## src/sv/mvsd_pkg.sv

```systemverilog
// shared types and constants of the motion variance sleep detector
package mvsd_pkg;

   // configuration register indexes
   localparam logic [2:0] CSR_MIN_NORM    = 3'd0;
   localparam logic [2:0] CSR_SLEEP_LIMIT = 3'd1;
   localparam logic [2:0] CSR_WAKE_LIMIT  = 3'd2;
   localparam logic [2:0] CSR_OBSERVE     = 3'd3;
   localparam logic [2:0] CSR_SLEEP_COUNT = 3'd4;
   localparam logic [2:0] CSR_WAKE_COUNT  = 3'd5;

   // register reset values
   localparam logic [15:0] MIN_NORM_RST    = 16'd2048;
   localparam logic [23:0] SLEEP_LIMIT_RST = 24'd1678;
   localparam logic [23:0] WAKE_LIMIT_RST  = 24'd1678;
   localparam logic [15:0] OBSERVE_RST     = 16'd60000;
   localparam logic [15:0] SLEEP_COUNT_RST = 16'd54000;
   localparam logic [15:0] WAKE_COUNT_RST  = 16'd100;

   localparam int VAR_W = 24;

   // command to the serial multiplier
   typedef struct packed {
      logic start;
      logic clear;
      logic sub;
   } mul_cmd_type;

endpackage

```

## src/sv/mvsd_mul.sv

```systemverilog
// shift-add multiply-accumulate unit, one multiplier bit per cycle
module mvsd_mul #(
   parameter int ACC_W = 44,
   parameter int MP_W  = 22
) (
   input  logic                 clock,
   input  logic                 reset,
   input  mvsd_pkg::mul_cmd_type cmd,
   input  logic [ACC_W-1:0]     mcand,
   input  logic [MP_W-1:0]      mplier,
   output logic                 busy,
   output logic [ACC_W-1:0]     acc
);
   import mvsd_pkg::*;

   logic [ACC_W-1:0] mc_ff, mc_in;
   logic [MP_W-1:0]  mp_ff, mp_in;
   logic [ACC_W-1:0] acc_ff, acc_in;
   logic             sub_ff, sub_in;

   // load on start, then add or subtract one shifted partial product a cycle
   always_comb begin
      mc_in  = mc_ff;
      mp_in  = mp_ff;
      acc_in = acc_ff;
      sub_in = sub_ff;
      if (cmd.start) begin
         mc_in  = mcand;
         mp_in  = mplier;
         sub_in = cmd.sub;
         if (cmd.clear) begin
            acc_in = '0;
         end
      end else if (mp_ff != '0) begin
         if (mp_ff[0]) begin
            acc_in = sub_ff ? acc_ff - mc_ff : acc_ff + mc_ff;
         end
         mc_in = {mc_ff[ACC_W-2:0], 1'b0};
         mp_in = {1'b0, mp_ff[MP_W-1:1]};
      end
   end

   always_ff @(posedge clock) begin
      if (reset) begin
         mp_ff <= '0;
      end else begin
         mp_ff <= mp_in;
      end
      mc_ff  <= mc_in;
      acc_ff <= acc_in;
      sub_ff <= sub_in;
   end

   assign busy = (mp_ff != '0);
   assign acc  = acc_ff;

endmodule

```

## src/sv/motion_variance_sleep_detector.sv

```systemverilog
// top level: norm, sliding window, variance and sleep decision
//
//  channel  direction  handshake          payload
//  req      in         req_valid/stall    accel_x, accel_y, accel_z
//  rsp      out        rsp_valid/stall    asleep, variance, evaluated
//  csr      in         csr_valid/ready    csr_index, csr_data
//
// one item at a time; the run per item is data dependent: the shared shift-add
// multiplier takes one multiplier bit per cycle, the root and the divide one bit each.
// reset clears the window fill count, sums, counters and the sleep flag.
// the result register lets a new item in while rsp is stalled.
module motion_variance_sleep_detector #(
   parameter int WINDOW_LEN = 50
) (
   input  logic        clock,
   input  logic        reset,
   input  logic        req_valid,
   output logic        req_stall,
   input  logic [15:0] req_accel_x,
   input  logic [15:0] req_accel_y,
   input  logic [15:0] req_accel_z,
   output logic        rsp_valid,
   input  logic        rsp_stall,
   output logic        rsp_asleep,
   output logic [23:0] rsp_variance,
   output logic        rsp_evaluated,
   input  logic        csr_valid,
   output logic        csr_ready,
   input  logic [2:0]  csr_index,
   input  logic [23:0] csr_data
);
   import mvsd_pkg::*;

   localparam int LN_W   = $clog2(WINDOW_LEN);
   localparam int SLOT_W = (LN_W < 1) ? 1 : LN_W;
   localparam int FILL_W = $clog2(WINDOW_LEN + 1);
   localparam int SUM_W  = 16 + LN_W;
   localparam int SQS_W  = 32 + LN_W;
   localparam int ACC_W  = 32 + 2 * LN_W;
   localparam int DEN    = WINDOW_LEN * WINDOW_LEN;
   localparam int DEN_W  = $clog2(DEN + 1);

   localparam logic [4:0] ST_IDLE = 5'd0,  ST_SQ_GO = 5'd1,  ST_SQ_WAIT = 5'd2;
   localparam logic [4:0] ST_ROOT = 5'd3,  ST_READ = 5'd4,   ST_NRM_GO = 5'd5;
   localparam logic [4:0] ST_NRM_WAIT = 5'd6, ST_OLD_GO = 5'd7, ST_OLD_WAIT = 5'd8;
   localparam logic [4:0] ST_UPD = 5'd9,  ST_NUM_GO = 5'd10, ST_NUM_WAIT = 5'd11;
   localparam logic [4:0] ST_SUB_GO = 5'd12, ST_SUB_WAIT = 5'd13, ST_DIVSET = 5'd14;
   localparam logic [4:0] ST_DIV = 5'd15, ST_EVAL = 5'd16, ST_DONE = 5'd17;

   // configuration registers
   logic [15:0] min_norm_ff, observe_ticks_ff, sleep_cnt_ff, wake_cnt_ff;
   logic [23:0] sleep_lim_ff, wake_lim_ff;

   // control and datapath registers
   logic [4:0]        state_ff, state_in;
   logic [16:0]       ax_ff, ay_ff, az_ff;
   logic [1:0]        axis_ff, axis_in;
   logic [4:0]        cnt_ff, cnt_in;
   logic [31:0]       sq_ff, sq_in;
   logic [16:0]       rem_root_ff, rem_root_in;
   logic [15:0]       root_ff, root_in;
   logic [DEN_W-1:0]  rem_ff, rem_in;
   logic [23:0]       nsh_ff, nsh_in;
   logic [23:0]       var_ff, var_in;
   logic              eval_ff, eval_in;
   logic [SLOT_W-1:0] slot_ff, slot_in;
   logic [FILL_W-1:0] fill_ff, fill_in;
   logic [SUM_W-1:0]  sum_ff, sum_in;
   logic [SQS_W-1:0]  sqs_ff, sqs_in;
   logic [15:0]       obs_ff, obs_in, quiet_ff, quiet_in, active_ff, active_in;
   logic              sleep_ff, sleep_in;
   logic              rsp_valid_ff, rsp_valid_in;
   logic              rsp_asleep_ff, rsp_eval_ff;
   logic [23:0]       rsp_var_ff;
   logic              rsp_load;

   // window memory
   logic [15:0] win_mem [WINDOW_LEN];
   logic [15:0] rd_ff;
   logic        win_we;

   // multiplier
   mul_cmd_type       cmd;
   logic [ACC_W-1:0]  mcand, acc;
   logic [SUM_W-1:0]  mplier;
   logic              mul_busy;

   mvsd_mul #(.ACC_W(ACC_W), .MP_W(SUM_W)) u_mul (
      .clock(clock), .reset(reset), .cmd(cmd), .mcand(mcand), .mplier(mplier),
      .busy(mul_busy), .acc(acc)
   );

   logic              full;
   logic [15:0]       old_norm;
   logic [16:0]       axis_abs;
   logic [18:0]       root_t, root_trial;
   logic [DEN_W:0]    div_t;
   logic [ACC_W-1:0]  numr;
   logic [16:0]       oc, ac;

   assign full     = (fill_ff == FILL_W'(WINDOW_LEN));
   assign old_norm = full ? rd_ff : 16'd0;
   assign axis_abs = (axis_ff == 2'd0) ? ax_ff : (axis_ff == 2'd1) ? ay_ff : az_ff;
   assign root_t   = {rem_root_ff[16:0], sq_ff[31:30]};
   assign root_trial = {1'b0, root_ff, 2'b01};
   assign div_t    = {rem_ff, nsh_ff[23]};
   assign numr     = acc + ACC_W'(DEN / 2);
   assign req_stall = (state_ff != ST_IDLE);
   assign csr_ready = 1'b1;

   // sequencer
   always_comb begin
      state_in    = state_ff;
      axis_in     = axis_ff;
      cnt_in      = cnt_ff;
      sq_in       = sq_ff;
      rem_root_in = rem_root_ff;
      root_in     = root_ff;
      rem_in      = rem_ff;
      nsh_in      = nsh_ff;
      var_in      = var_ff;
      eval_in     = eval_ff;
      slot_in     = slot_ff;
      fill_in     = fill_ff;
      sum_in      = sum_ff;
      sqs_in      = sqs_ff;
      obs_in      = obs_ff;
      quiet_in    = quiet_ff;
      active_in   = active_ff;
      sleep_in    = sleep_ff;
      cmd         = '0;
      mcand       = ACC_W'(axis_abs);
      mplier      = SUM_W'(axis_abs);
      win_we      = 1'b0;
      rsp_load    = 1'b0;
      oc          = {1'b0, obs_ff} + 17'd1;
      ac          = {1'b0, active_ff} + 17'd1;
      case (state_ff)
         ST_IDLE: begin
            if (req_valid) begin
               axis_in  = 2'd0;
               state_in = ST_SQ_GO;
            end
         end
         ST_SQ_GO: begin
            cmd.start = 1'b1;
            cmd.clear = (axis_ff == 2'd0);
            state_in  = ST_SQ_WAIT;
         end
         ST_SQ_WAIT: begin
            if (!mul_busy) begin
               if (axis_ff == 2'd2) begin
                  sq_in       = acc[31:0];
                  rem_root_in = '0;
                  root_in     = '0;
                  cnt_in      = '0;
                  state_in    = ST_ROOT;
               end else begin
                  axis_in  = axis_ff + 2'd1;
                  state_in = ST_SQ_GO;
               end
            end
         end
         // one root bit per cycle from two radicand bits
         ST_ROOT: begin
            sq_in = {sq_ff[29:0], 2'b00};
            if (root_t >= root_trial) begin
               rem_root_in = 17'(root_t - root_trial);
               root_in     = {root_ff[14:0], 1'b1};
            end else begin
               rem_root_in = root_t[16:0];
               root_in     = {root_ff[14:0], 1'b0};
            end
            cnt_in = cnt_ff + 5'd1;
            if (cnt_ff == 5'd15) begin
               state_in = (root_in > min_norm_ff) ? ST_READ : ST_DONE;
               var_in   = '0;
               eval_in  = 1'b0;
            end
         end
         ST_READ: state_in = ST_NRM_GO;
         ST_NRM_GO: begin
            cmd.start = 1'b1;
            cmd.clear = 1'b1;
            mcand     = ACC_W'(root_ff);
            mplier    = SUM_W'(root_ff);
            state_in  = ST_NRM_WAIT;
         end
         ST_NRM_WAIT: if (!mul_busy) state_in = ST_OLD_GO;
         ST_OLD_GO: begin
            cmd.start = 1'b1;
            cmd.sub   = 1'b1;
            mcand     = ACC_W'(old_norm);
            mplier    = SUM_W'(old_norm);
            state_in  = ST_OLD_WAIT;
         end
         ST_OLD_WAIT: if (!mul_busy) state_in = ST_UPD;
         // window write and running sums
         ST_UPD: begin
            win_we = 1'b1;
            sum_in = sum_ff - SUM_W'(old_norm) + SUM_W'(root_ff);
            sqs_in = sqs_ff + acc[SQS_W-1:0];
            slot_in = (slot_ff == SLOT_W'(WINDOW_LEN - 1)) ? '0 : slot_ff + SLOT_W'(1);
            if (!full) begin
               fill_in = fill_ff + FILL_W'(1);
            end
            state_in = (fill_in == FILL_W'(WINDOW_LEN)) ? ST_NUM_GO : ST_DONE;
         end
         ST_NUM_GO: begin
            cmd.start = 1'b1;
            cmd.clear = 1'b1;
            mcand     = ACC_W'(sqs_ff);
            mplier    = SUM_W'(WINDOW_LEN);
            state_in  = ST_NUM_WAIT;
         end
         ST_NUM_WAIT: if (!mul_busy) state_in = ST_SUB_GO;
         ST_SUB_GO: begin
            cmd.start = 1'b1;
            cmd.sub   = 1'b1;
            mcand     = ACC_W'(sum_ff);
            mplier    = sum_ff;
            state_in  = ST_SUB_WAIT;
         end
         ST_SUB_WAIT: if (!mul_busy) state_in = ST_DIVSET;
         // saturate, else seed the long division
         ST_DIVSET: begin
            eval_in = 1'b1;
            if (numr >= (ACC_W'(DEN) << VAR_W)) begin
               var_in   = '1;
               state_in = ST_EVAL;
            end else begin
               rem_in   = numr[VAR_W +: DEN_W];
               nsh_in   = numr[VAR_W-1:0];
               cnt_in   = '0;
               state_in = ST_DIV;
            end
         end
         ST_DIV: begin
            nsh_in = {nsh_ff[22:0], 1'b0};
            if (div_t >= (DEN_W+1)'(DEN)) begin
               rem_in = DEN_W'(div_t - (DEN_W+1)'(DEN));
               var_in = {var_ff[22:0], 1'b1};
            end else begin
               rem_in = div_t[DEN_W-1:0];
               var_in = {var_ff[22:0], 1'b0};
            end
            cnt_in = cnt_ff + 5'd1;
            if (cnt_ff == 5'd23) state_in = ST_EVAL;
         end
         // observation, quiet and active counters and the sleep flag
         ST_EVAL: begin
            obs_in = oc[15:0];
            if (!sleep_ff && oc <= {1'b0, observe_ticks_ff} && var_ff < sleep_lim_ff) begin
               if (quiet_ff != 16'hFFFF) quiet_in = quiet_ff + 16'd1;
            end else if (oc > {1'b0, observe_ticks_ff}) begin
               quiet_in = '0;
               obs_in   = '0;
            end
            if (!sleep_ff && quiet_in > sleep_cnt_ff) begin
               sleep_in = 1'b1;
               quiet_in = '0;
            end else if (var_ff >= wake_lim_ff) begin
               if (ac > {1'b0, wake_cnt_ff}) begin
                  sleep_in  = 1'b0;
                  active_in = '0;
                  quiet_in  = '0;
               end else begin
                  active_in = ac[15:0];
               end
            end
            state_in = ST_DONE;
         end
         ST_DONE: begin
            if (!rsp_valid_ff || !rsp_stall) begin
               rsp_load = 1'b1;
               state_in = ST_IDLE;
            end
         end
         default: state_in = ST_IDLE;
      endcase
   end

   assign rsp_valid_in = rsp_load | (rsp_valid_ff & rsp_stall);

   // window memory, registered read
   always_ff @(posedge clock) begin
      if (win_we) win_mem[slot_ff] <= root_ff;
      rd_ff <= win_mem[slot_ff];
   end

   // control state
   always_ff @(posedge clock) begin
      if (reset) begin
         state_ff     <= ST_IDLE;
         slot_ff      <= '0;
         fill_ff      <= '0;
         sum_ff       <= '0;
         sqs_ff       <= '0;
         obs_ff       <= '0;
         quiet_ff     <= '0;
         active_ff    <= '0;
         sleep_ff     <= 1'b0;
         rsp_valid_ff <= 1'b0;
      end else begin
         state_ff     <= state_in;
         slot_ff      <= slot_in;
         fill_ff      <= fill_in;
         sum_ff       <= sum_in;
         sqs_ff       <= sqs_in;
         obs_ff       <= obs_in;
         quiet_ff     <= quiet_in;
         active_ff    <= active_in;
         sleep_ff     <= sleep_in;
         rsp_valid_ff <= rsp_valid_in;
      end
   end

   // payload registers
   always_ff @(posedge clock) begin
      if (state_ff == ST_IDLE && req_valid) begin
         ax_ff <= req_accel_x[15] ? 17'd0 - {1'b1, req_accel_x} : {1'b0, req_accel_x};
         ay_ff <= req_accel_y[15] ? 17'd0 - {1'b1, req_accel_y} : {1'b0, req_accel_y};
         az_ff <= req_accel_z[15] ? 17'd0 - {1'b1, req_accel_z} : {1'b0, req_accel_z};
      end
      axis_ff     <= axis_in;
      cnt_ff      <= cnt_in;
      sq_ff       <= sq_in;
      rem_root_ff <= rem_root_in;
      root_ff     <= root_in;
      rem_ff      <= rem_in;
      nsh_ff      <= nsh_in;
      var_ff      <= var_in;
      eval_ff     <= eval_in;
      if (rsp_load) begin
         rsp_asleep_ff <= sleep_ff;
         rsp_var_ff    <= var_ff;
         rsp_eval_ff   <= eval_ff;
      end
   end

   // configuration writes
   always_ff @(posedge clock) begin
      if (reset) begin
         min_norm_ff      <= MIN_NORM_RST;
         sleep_lim_ff     <= SLEEP_LIMIT_RST;
         wake_lim_ff      <= WAKE_LIMIT_RST;
         observe_ticks_ff <= OBSERVE_RST;
         sleep_cnt_ff     <= SLEEP_COUNT_RST;
         wake_cnt_ff      <= WAKE_COUNT_RST;
      end else if (csr_valid) begin
         case (csr_index)
            CSR_MIN_NORM:    min_norm_ff      <= csr_data[15:0];
            CSR_SLEEP_LIMIT: sleep_lim_ff     <= csr_data;
            CSR_WAKE_LIMIT:  wake_lim_ff      <= csr_data;
            CSR_OBSERVE:     observe_ticks_ff <= csr_data[15:0];
            CSR_SLEEP_COUNT: sleep_cnt_ff     <= csr_data[15:0];
            CSR_WAKE_COUNT:  wake_cnt_ff      <= csr_data[15:0];
            default: ;
         endcase
      end
   end

   assign rsp_valid     = rsp_valid_ff;
   assign rsp_asleep    = rsp_asleep_ff;
   assign rsp_variance  = rsp_var_ff;
   assign rsp_evaluated = rsp_eval_ff;

   // checks
   a_fill_bound: assert property (@(posedge clock) disable iff (reset)
      fill_ff <= FILL_W'(WINDOW_LEN)) else $error("window fill overrun");
   a_div_rem: assert property (@(posedge clock) disable iff (reset)
      state_ff == ST_DIV |-> rem_ff < DEN_W'(DEN)) else $error("divide remainder range");
   a_no_eval_zero: assert property (@(posedge clock) disable iff (reset)
      rsp_valid_ff && !rsp_eval_ff |-> rsp_var_ff == '0) else $error("variance without eval");
   a_sleep_src: assert property (@(posedge clock) disable iff (reset)
      $rose(sleep_ff) |-> $past(state_ff) == ST_EVAL) else $error("sleep set outside eval");

endmodule
```

## config.mk

```make
export PLATFORM = sky130hd
export DESIGN_NAME = motion_variance_sleep_detector
export DESIGN_NICKNAME = d
export VERILOG_FILES = /design/src/sv/mvsd_pkg.sv /design/src/sv/mvsd_mul.sv /design/src/sv/motion_variance_sleep_detector.sv
export SDC_FILE = /design/constraint.sdc
export NUM_CORES = 2
export LEC_CHECK = 0
export BUFFER_PORTS_ARGS = -buffer_cell sky130_fd_sc_hd__buf_2
export CORE_MARGIN = 4
export CORE_UTILIZATION = 45
export CTS_CLUSTER_SIZE = 10
export DETAILED_ROUTE_END_ITERATION = 7
export PLACE_DENSITY = 0.66
export SYNTH_ARGS = -nofsm -noshare
export SYNTH_HDL_FRONTEND = slang
export SYNTH_SLANG_ARGS = --single-unit
export TNS_END_PERCENT = 10
```

## constraint.sdc

```tcl
create_clock -name clock -period 8.3 [get_ports clock]
set_clock_uncertainty 0.2 [all_clocks]
set_input_delay 2.49 -clock clock [delete_from_list [all_inputs] [get_ports clock]]
set_output_delay 2.49 -clock clock [all_outputs]
set_load 0.005 [all_outputs]
```

==> run summary <==
The shortest clock period the worst path allows after layout was 7.04 ns; the number of setup buffers added after CTS was 0. Number of antenna violations at the first check in global routing: 3. The worst path uses 84.9% of the clock period. Summing the areas of all xor and xnor instances in the mapped netlist gives 3.58% of the synthesized area. Worst endpoint required time: 8.80 ns.

Once layout is complete, the utilization of the core stands at 50.7%. The logs give 22.5% for the remaining max-slew budget at the tightest pin and 0 for the count of maximum capacitance violations. Buffers inserted to repair hold after CTS numbered 0. Entering global routing, the biggest net connects 81 pins. For the remaining antenna violation count after routing, the log shows 0. At the pin with the least slew margin, the transition time is 1.16 ns. For this configuration, the core starts out at a cell density of 45.3%. Peak per-stage delay on the critical path: 0.45 ns. STA classifies the critical path endpoint as a flop. The combinational family with the most area after synthesis is compound AO/OA/AOI/OAI gates.

The most common cell type on the critical path was sky130_fd_sc_hd__a21o_1. The average instance in the mapped netlist occupies 11.7 µm². Using the TritonRoute via totals, the vias-per-cell ratio works out to 5.93. The via count was 45100; the number of fill cells in the layout was 12300.

Horizontal extent of the die: 385 µm. By startpoint and endpoint, the worst setup path is classified as reg2reg. The peak clock frequency supported by timing is 0.142 GHz, and the sink count of the clock tree is 1376.

The number of enable flip-flop cells after synthesis works out to 1099. The tools report the number of buffers between clock root and the deepest sink as 3. The most used flip-flop cell after synthesis is sky130_fd_sc_hd__edfxtp_1. Counting every instance in the synthesized netlist gives 5501. The peak supply drop was 332 µV. The final reports fail on design-rule violations. The power per unit of standard cell area is 282 nW/µm², and the compound-cell area share of the yosys netlist is 15.1%. Clock latency on the worst-skew pair, taken at its later pin, is 0.79 ns.

Clock tree synthesis inserted a total of 162 buffers. Data on the critical path arrives at its endpoint at 7.55 ns. Cells with a size suffix above 1 make up 8.83% of the layout. The startpoint identified for the worst hold timing path is eval_ff. The total congestion overflow is 0. Of all flip-flops after synthesis, the portion carrying an async set or reset was 0%. Setup repair after global routing left no endpoint under its margin. The area share of fa/ha/maj cells after synthesis came out at 5.44%.

For the via count of the first global-routing pass, the log shows 44000. After synthesis the netlist holds a flip-flop and latch count of 1376. The most critical setup path has its startpoint at obs_ff[0].

The post-placement worst setup slack came out at 1.25 ns. The master of the slowest instance on the critical path was sky130_fd_sc_hd__o31ai_1. The analysis attributes to cell leakage a power of 25.5 nW. The number of different library cells used by synthesis comes to 94. The number of setup violations in the final report is 0. The path class of the tightest hold or removal check is reg2reg.

Setup slack of the worst register-to-register path: 1.26 ns. Clock-pin slew was measured on the worst setup and hold paths at 0.05 ns. In the global route stage, overall resource usage came out at 22.9%. In the post-route analysis, the smallest setup slack over all paths is 1.26 ns. During synthesis, Yosys emitted a total of 0 warnings. After detailed routing, the average wire length per cell comes to 22.8 µm. The first detailed-routing pass took 8 iterations. Across the whole layout, storage elements account for 38500 µm². The number of non-filler instances in the completed layout came out at 7608. The row count was 138; the area of the core was 142000 µm². In this run the worst path has a maximum fanout of 18. After clock tree synthesis, the repair step resized 0 gates.

The startpoint type of the worst setup path is a flop. For the netlist area before placement, the log shows 64100 µm². The library cell used most frequently in the layout, excluding fill and tap cells, is sky130_fd_sc_hd__edfxtp_1. The top cell types in the final layout, fill and taps aside, are sky130_fd_sc_hd__edfxtp_1 (1099), sky130_fd_sc_hd__nand2_1 (569), sky130_fd_sc_hd__nor2_1 (415), sky130_fd_sc_hd__a21oi_1 (371), sky130_fd_sc_hd__a22oi_1 (277). For the final weighted congestion in routability-driven placement, the log shows 0.882. The area added between synthesis and finish is 12.0%, and the number of nets at the end of the flow is 5980. Of the post-synthesis cell area, the part taken by muxes is 1.05%. The die is 385 µm tall. The run finished, with violations left.

The post-route DRC violation count was 4. Clock root buffer: sky130_fd_sc_hd__clkbuf_16. The total routed wirelength came out at 173000 µm.

TritonCTS built the clock tree. The number of instances in the placed design is 7358. The area of the multi-input gates is 23700 µm².

CTS built an H-tree with a depth of 4. During placement, the flow inserted port buffers numbering 107. The simple-gate area share of the yosys netlist came out at 11.5%. The area of the die was 149000 µm². The tools report the startpoint of the most critical register-to-register path as obs_ff[0]. The run gives 0 as the total count of max-transition violations in the final report. For the final-report hold violation count, the log shows 0. The logs give 0 ns for the setup total negative slack and 60.1% for the part of the Yosys area used for sequential elements. The first global-routing pass estimated 263000 µm of wire. In this run, the number of DRC markers left after iteration 0 of detailed routing was 3989. Half-perimeter wire length of the detailed placement result: 109000 µm.

The number of I/O pins was 109.
cell families after synthesis:
| logic type | count (synthesis) |
|---|---|
| xor gates and xnor gates | 262 |
| muxes | 65 |
| AOI/OAI and AO/OA | 1425 |
| and+or+nand+nor | 1579 |
| adders and majority gates | 268 |
| buffers and inverters | 524 |
| other | 2 |
| DFF | 1376 |
worst max-delay path, delay by kind of cell (launching register included):
| kind | cells | cell delay (ns) |
|---|---|---|
| and+or+nand+nor | 8 | 1.84 |
| buffers and inverters | 1 | 0.33 |
| AOI/OAI and AO/OA | 13 | 3.14 |
| DFF | 1 | 0.39 |
| adders and majority gates | 3 | 0.83 |
| xor gates and xnor gates | 1 | 0.22 |
flip-flops by register name, indices dropped and copies added (netlist names), 24 cells and up:
register,cells
win_mem,800
u_mul.acc,44
u_mul.mc_ff,44
sqs_ff,38
sq_ff,32
nsh_ff,24
rsp_variance,24
sleep_lim_ff,24
var_ff,24
wake_lim_ff,24
synthesized netlist by cell type (87+ instances only):
cell,count,area share [%]
sky130_fd_sc_hd__o21ai_0,169,1.3
sky130_fd_sc_hd__inv_1,254,1.5
sky130_fd_sc_hd__xnor2_1,166,2.3
sky130_fd_sc_hd__xor2_1,96,1.3
sky130_fd_sc_hd__clkbuf_1,217,1.3
sky130_fd_sc_hd__nand2_1,570,3.3
sky130_fd_sc_hd__nor2_1,425,2.5
sky130_fd_sc_hd__a22o_1,88,1.2
sky130_fd_sc_hd__nand3_1,89,0.69
sky130_fd_sc_hd__a21o_1,87,1.0
sky130_fd_sc_hd__a21oi_1,372,2.9
sky130_fd_sc_hd__ha_1,250,4.9
sky130_fd_sc_hd__a22oi_1,277,3.2
sky130_fd_sc_hd__dfxtp_1,277,8.7
sky130_fd_sc_hd__edfxtp_1,1099,51
sky130_fd_sc_hd__nand4_1,98,0.96
stage by stage:
step | total power, mW | hold WS, ns | area [µm²]
4_1_cts | 20.4 | 0.245 | 71800
3_5_place_dp | 13.9 | 0.232 | 67100
3_3_place_gp | 13.8 | 0.210 | 67100
5_1_grt | 21.3 | 0.260 | 71800
6_report | 20.3 | 0.249 | 71800
2_1_floorplan | 12.5 | 0.200 | 64100
power breakdown:
group	leakage, nW	total (mW)	switching [mW]	internal (mW)
Sequential	12.3	8.78	0.537	8.24
Combinational	10.9	5.03	3.05	1.99
Clock	2.29	6.47	2.71	3.76
Total	25.5	20.3	6.29	14.0
path summary, 6_finish.rpt:
path,to,depth (start not counted)
max,active_ff[7],26
min,rsp_evaluated,0
max reg2reg,active_ff[7],26
min reg2reg,rsp_evaluated,0
per-layer routing:
metal  up-vias  share of wire [%]  track usage [%]
met5         -                  0                0
met4         0                3.1             7.84
met3       284                6.7             3.27
met2      1593                 48             38.0
met1     22300                 43             31.0
li1      20900                  -                -
cell type report:
class / instances / area share [%]
diodes: 1 / 0.00348
clock buffers: 227 / 6.20
clock inverters: 22 / 0.369
inverters: 256 / 1.34
multi-input cells: 3603 / 33.0
flip-flops and latches: 1376 / 53.7
well taps: 1890 / 3.29
repair buffers: 233 / 2.09
(Power assumes the default switching activity.)
